**src/rtl/core/ilv_pkg.sv**
```systemverilog
package ilv_pkg;

  localparam int MAX_ITEMS = 512;
  localparam int CNT_W     = $clog2(MAX_ITEMS + 1);
  localparam int VAL_W     = 32;
  localparam int IN_W      = 64;

  localparam logic signed [VAL_W-1:0] INT_MIN = {1'b1, {(VAL_W-1){1'b0}}};
  localparam logic signed [VAL_W-1:0] INT_MAX = {1'b0, {(VAL_W-1){1'b1}}};

  typedef enum logic [1:0] {
    STAT_OK    = 2'd0,
    STAT_RANGE = 2'd1,
    STAT_DUP   = 2'd2,
    STAT_FULL  = 2'd3
  } status_t;

  typedef enum logic [1:0] {
    S_IDLE,
    S_LAUNCH,
    S_WALK,
    S_FINISH
  } state_t;

  // Search token handed from cell to cell
  typedef struct packed {
    logic valid;
    logic dup;
  } tok_t;

  typedef struct packed {
    logic signed [IN_W-1:0] value;
    logic                   last_item;
  } item_t;

  typedef struct packed {
    status_t item_status;
    logic    list_valid;
    logic    list_ascending;
    logic    list_done;
  } result_t;

endpackage

```
**src/rtl/core/ilv_cell.sv**
```systemverilog
module ilv_cell (
  input  logic                         clk,
  input  logic                         rst,
  input  ilv_pkg::tok_t                tok_in,
  input  logic [ilv_pkg::VAL_W-1:0]    query,
  input  logic                         occupied,
  input  logic                         append_here,
  output ilv_pkg::tok_t                tok_out
);
  import ilv_pkg::*;

  logic [VAL_W-1:0] entry;
  logic             hit;

  // Only a stored entry may match; cells past the fill point hold stale data
  assign hit = tok_in.valid && occupied && (entry == query);

  always_ff @(posedge clk) begin
    if (rst) begin
      tok_out <= '0;
    end else begin
      tok_out.valid <= tok_in.valid;
      tok_out.dup   <= tok_in.valid && (tok_in.dup || hit);
    end
  end

  // Append at the first free cell; every stored cell has been checked by now
  always_ff @(posedge clk) begin
    if (tok_in.valid && append_here && !tok_in.dup) begin
      entry <= query;
    end
  end

endmodule

```
**config.mk**
```make
export PLATFORM = sky130hd
export DESIGN_NAME = ilv_cell
export DESIGN_NICKNAME = d
export VERILOG_FILES = /design/src/rtl/core/ilv_pkg.sv /design/src/rtl/core/ilv_cell.sv
export SDC_FILE = /design/constraint.sdc
export NUM_CORES = 1
export LEC_CHECK = 0
export BUFFER_PORTS_ARGS = -buffer_cell sky130_fd_sc_hd__clkbuf_2
export CORE_MARGIN = 5
export CORE_UTILIZATION = 54
export CTS_CLUSTER_DIAMETER = 40
export DETAILED_ROUTE_END_ITERATION = 8
export GPL_ROUTABILITY_DRIVEN = 0
export PLACE_DENSITY = 0.83
export RECOVER_POWER = 25
export SLEW_MARGIN = 10
export SYNTH_ARGS = -nofsm -noshare
export SYNTH_HDL_FRONTEND = slang
export SYNTH_SLANG_ARGS = --single-unit
```
**constraint.sdc**
```tcl
create_clock -name clk -period 3.05 [get_ports clk]
set_input_delay 0.305 -clock clk [delete_from_list [all_inputs] [get_ports clk]]
set_output_delay 0.305 -clock clk [all_outputs]
set_load 0.03 [all_outputs]
```
==> reports/summary.txt <==
CTS tree - done
Die Y-Extent - 60.5 um
ANT cells - 0
fill count - 207
Top Ports - 40
GRT met2 Usage - 23.9%
Seq cells post-synth - 34
Cell Int Power - 0.683 mW
Comb pwr share - 8.5%
Critical path buffers and inverters - 0
Reg power frac - 62.9%
worst hold start - rst
vias in the first global route - 882
final wirelength - 2230 um
CP Data Required Time - 3.30 ns
RR Startpoint - entry[20]
synthesized area - 0.00138 sq mm
top cells by area, synth - edfxtp_1 (70%), xor2_1 (18%), dfxtp_1 (2.9%)
Net Sw Frac - 20.9%
Total GRT Usage - 14.3%
global routing's busiest layer - met2
Slowest-stage cell, CP - or4_1
die area - 0.00366 sq mm
Critical Path Source - entry[20]
I/O Buffers - 39
setup TNS - 0 ns
R2R depth - 5
period utilization - 53.1%
crit-path max FO - 1
Resize count post-CTS - 0
Core ar. - 0.00245 sq mm
Core Util, Final - 67.4%
top-count cell post-synth - edfxtp_1
number of buffers created by CTS - 5
# setup viols final - 0
Pre-antenna DRT Iters - 4
worst hold path depth - 2
Clk Tree Root Cell - clkbuf_4
post-synth top area share - 69.8%
hpwl dp - 1780 um
Relative slew margins - 73.3%
Worst VDD drop - 0.423 mV
CP endpoint kind - register
crit path kind - reg -> reg
WHS - 0.167 ns
synth cell count leaders - edfxtp_1 (32), xor2_1 (29), nor4_1 (6)
Leakage Power - 0.612 nW
EDFF count, synth - 32
FMAX - 617 MHz
Critical Path AT - 1.87 ns
first-pass GRT wire length - 3750 um
Max Cap Viol - 0
Die Width - 60.5 um
maximum cell stage delay along the critical path - 0.41 ns
CTS Hold Bufs - 0
layout net count - 168
outcome - completed
Hold Vio Cnt, Final - 0
layout cell share with drive strength beyond 1 - 22.1%
Net Switching - 0.181 mW
GR Overflow Total - 0
sequential-to-total area share from yosys stat - 72.7%
fraction of registers with async set/reset - 0%
flop2flop setup slack - 1.43 ns
DRC Markers - 0
wire per inst - 13.8 um
clock power share - 28.7%
largest net degree at the start of global routing - 33
post-synthesis cell count - 83
actual slew at the worst max-slew pin - 0.400 ns
H-tree Lvls - 2
GR Layer Usage met3 - 4.68%
Synthesis Warnings - 0
crit path launch type - register
mean area per synthesized cell - 16.6 sq um
Initial Util - 56.1%
Clock Path Buffers - 2
DRT iter0 DRCs - 23
final slew viol count - 0
GR Util met1 - 16.8%
RSZ-0062 raised after global routing - no
Post-CTS Setup Bufs - 0
Most used DFF post-synth - edfxtp_1
clock sinks - 34
vias - 810
Hold Path Class - in -> reg
Yosys cell types - 16
worst r2r dst - tok_out[0]
clock latency on the worst-skew pair - 0.32 ns
Period minus WS final - 1.62 ns
Syn-to-layout area delta - 20.2%
top cell type by total area after synthesis - edfxtp_1
Syn Nets - 121
Rows - 18
Top delay family on crit path - simple AND/OR/NAND/NOR gates
initial antenna violation count - 0
DRT antenna net count - 0
hold worst-path end - tok_out[1]
clock slew at reported path FFs - 0.10 ns
DR vias/cell - 5.03
clock skew - 0.00854 ns
Pwr Density - 522 mW/mm^2
crit path cell chain - xor2_1 > nor4_1 > nand4_1 > or4_1 > o21ai_1
flip-flops by register name, indices dropped and copies added, names as in the netlist:
| register | count |
|---|---|
| entry | 32 |
| tok_out | 2 |
kinds of logic (layout without fill, tap and decap cells):
| logic type | count (synthesis) | in the layout | share of synthesized area [%] |
|---|---|---|---|
| and+or+nand+nor | 14 | 14 | 6.27 |
| DFF | 34 | 34 | 72.7 |
| buffers and inverters | 1 | 49 | 0.272 |
| AOI/OAI and AO/OA | 3 | 3 | 1.09 |
| xor gates and xnor gates | 31 | 31 | 19.7 |
placed cells by master (no fill, tap or decap), drive strengths merged:
master / instances
a21oi: 1
nand3: 1
o21ai: 2
nand4: 2
nand2: 1
xnor2: 2
or4: 1
nor3: 1
and3b: 1
nor2b: 1
inv: 1
clkbuf: 47
nor4: 6
xor2: 29
buf: 1
dfxtp: 2
edfxtp: 32
final cells by class:
class / count / area [sq um] / share of cell area [%]
clock buffers: 8 / 58.8 / 3.55
inverters: 1 / 3.75 / 0.227
multi-input cells: 48 / 373 / 22.5
flip-flops and latches: 34 / 1000 / 60.5
well taps: 30 / 37.5 / 2.27
repair buffers: 40 / 181 / 11.0
per-stage QoR:
stage / power, mW / cell area (sq um) / setup WS (ns) / cells
finish: 0.863 / 1660 / 1.43 / 161
global route: 0.911 / 1660 / 1.24 / 161
CTS: 0.876 / 1680 / 1.40 / 161
detailed placement: 0.631 / 1620 / 1.42 / 153
global placement: 0.627 / 1620 / 1.42 / 153
floorplan: 0.589 / 1380 / 1.46 / 83
how the worst max path moves through the flow:
| stage | cells after the start | slack (ns) | end |
|---|---|---|---|
| CTS | 5 | 1.40 | tok_out[0] |
| finish | 5 | 1.43 | tok_out[0] |
| global route | 5 | 1.24 | tok_out[0] |
| floorplan | 1 | 1.46 | entry[0] |
| global placement | 6 | 1.42 | tok_out[0] |
| detailed placement | 6 | 1.42 | tok_out[0] |
power groups by stage:
stage / Combinational (mW) / Clock [mW] / Sequential (mW)
finish: 0.0731 / 0.247 / 0.543
global route: 0.0825 / 0.283 / 0.546
CTS: 0.0775 / 0.255 / 0.543
detailed placement: 0.0771 / 0 / 0.554
global placement: 0.0739 / 0 / 0.553
floorplan: 0.0340 / 0 / 0.555
routing by layer:
layer  routed length [um]  up-vias
met4                   32        0
met3                  133        5
met1                  883      382
met5                    0        -
li1                     -      401
met2                 1180       22
(Power assumes the default switching activity.)
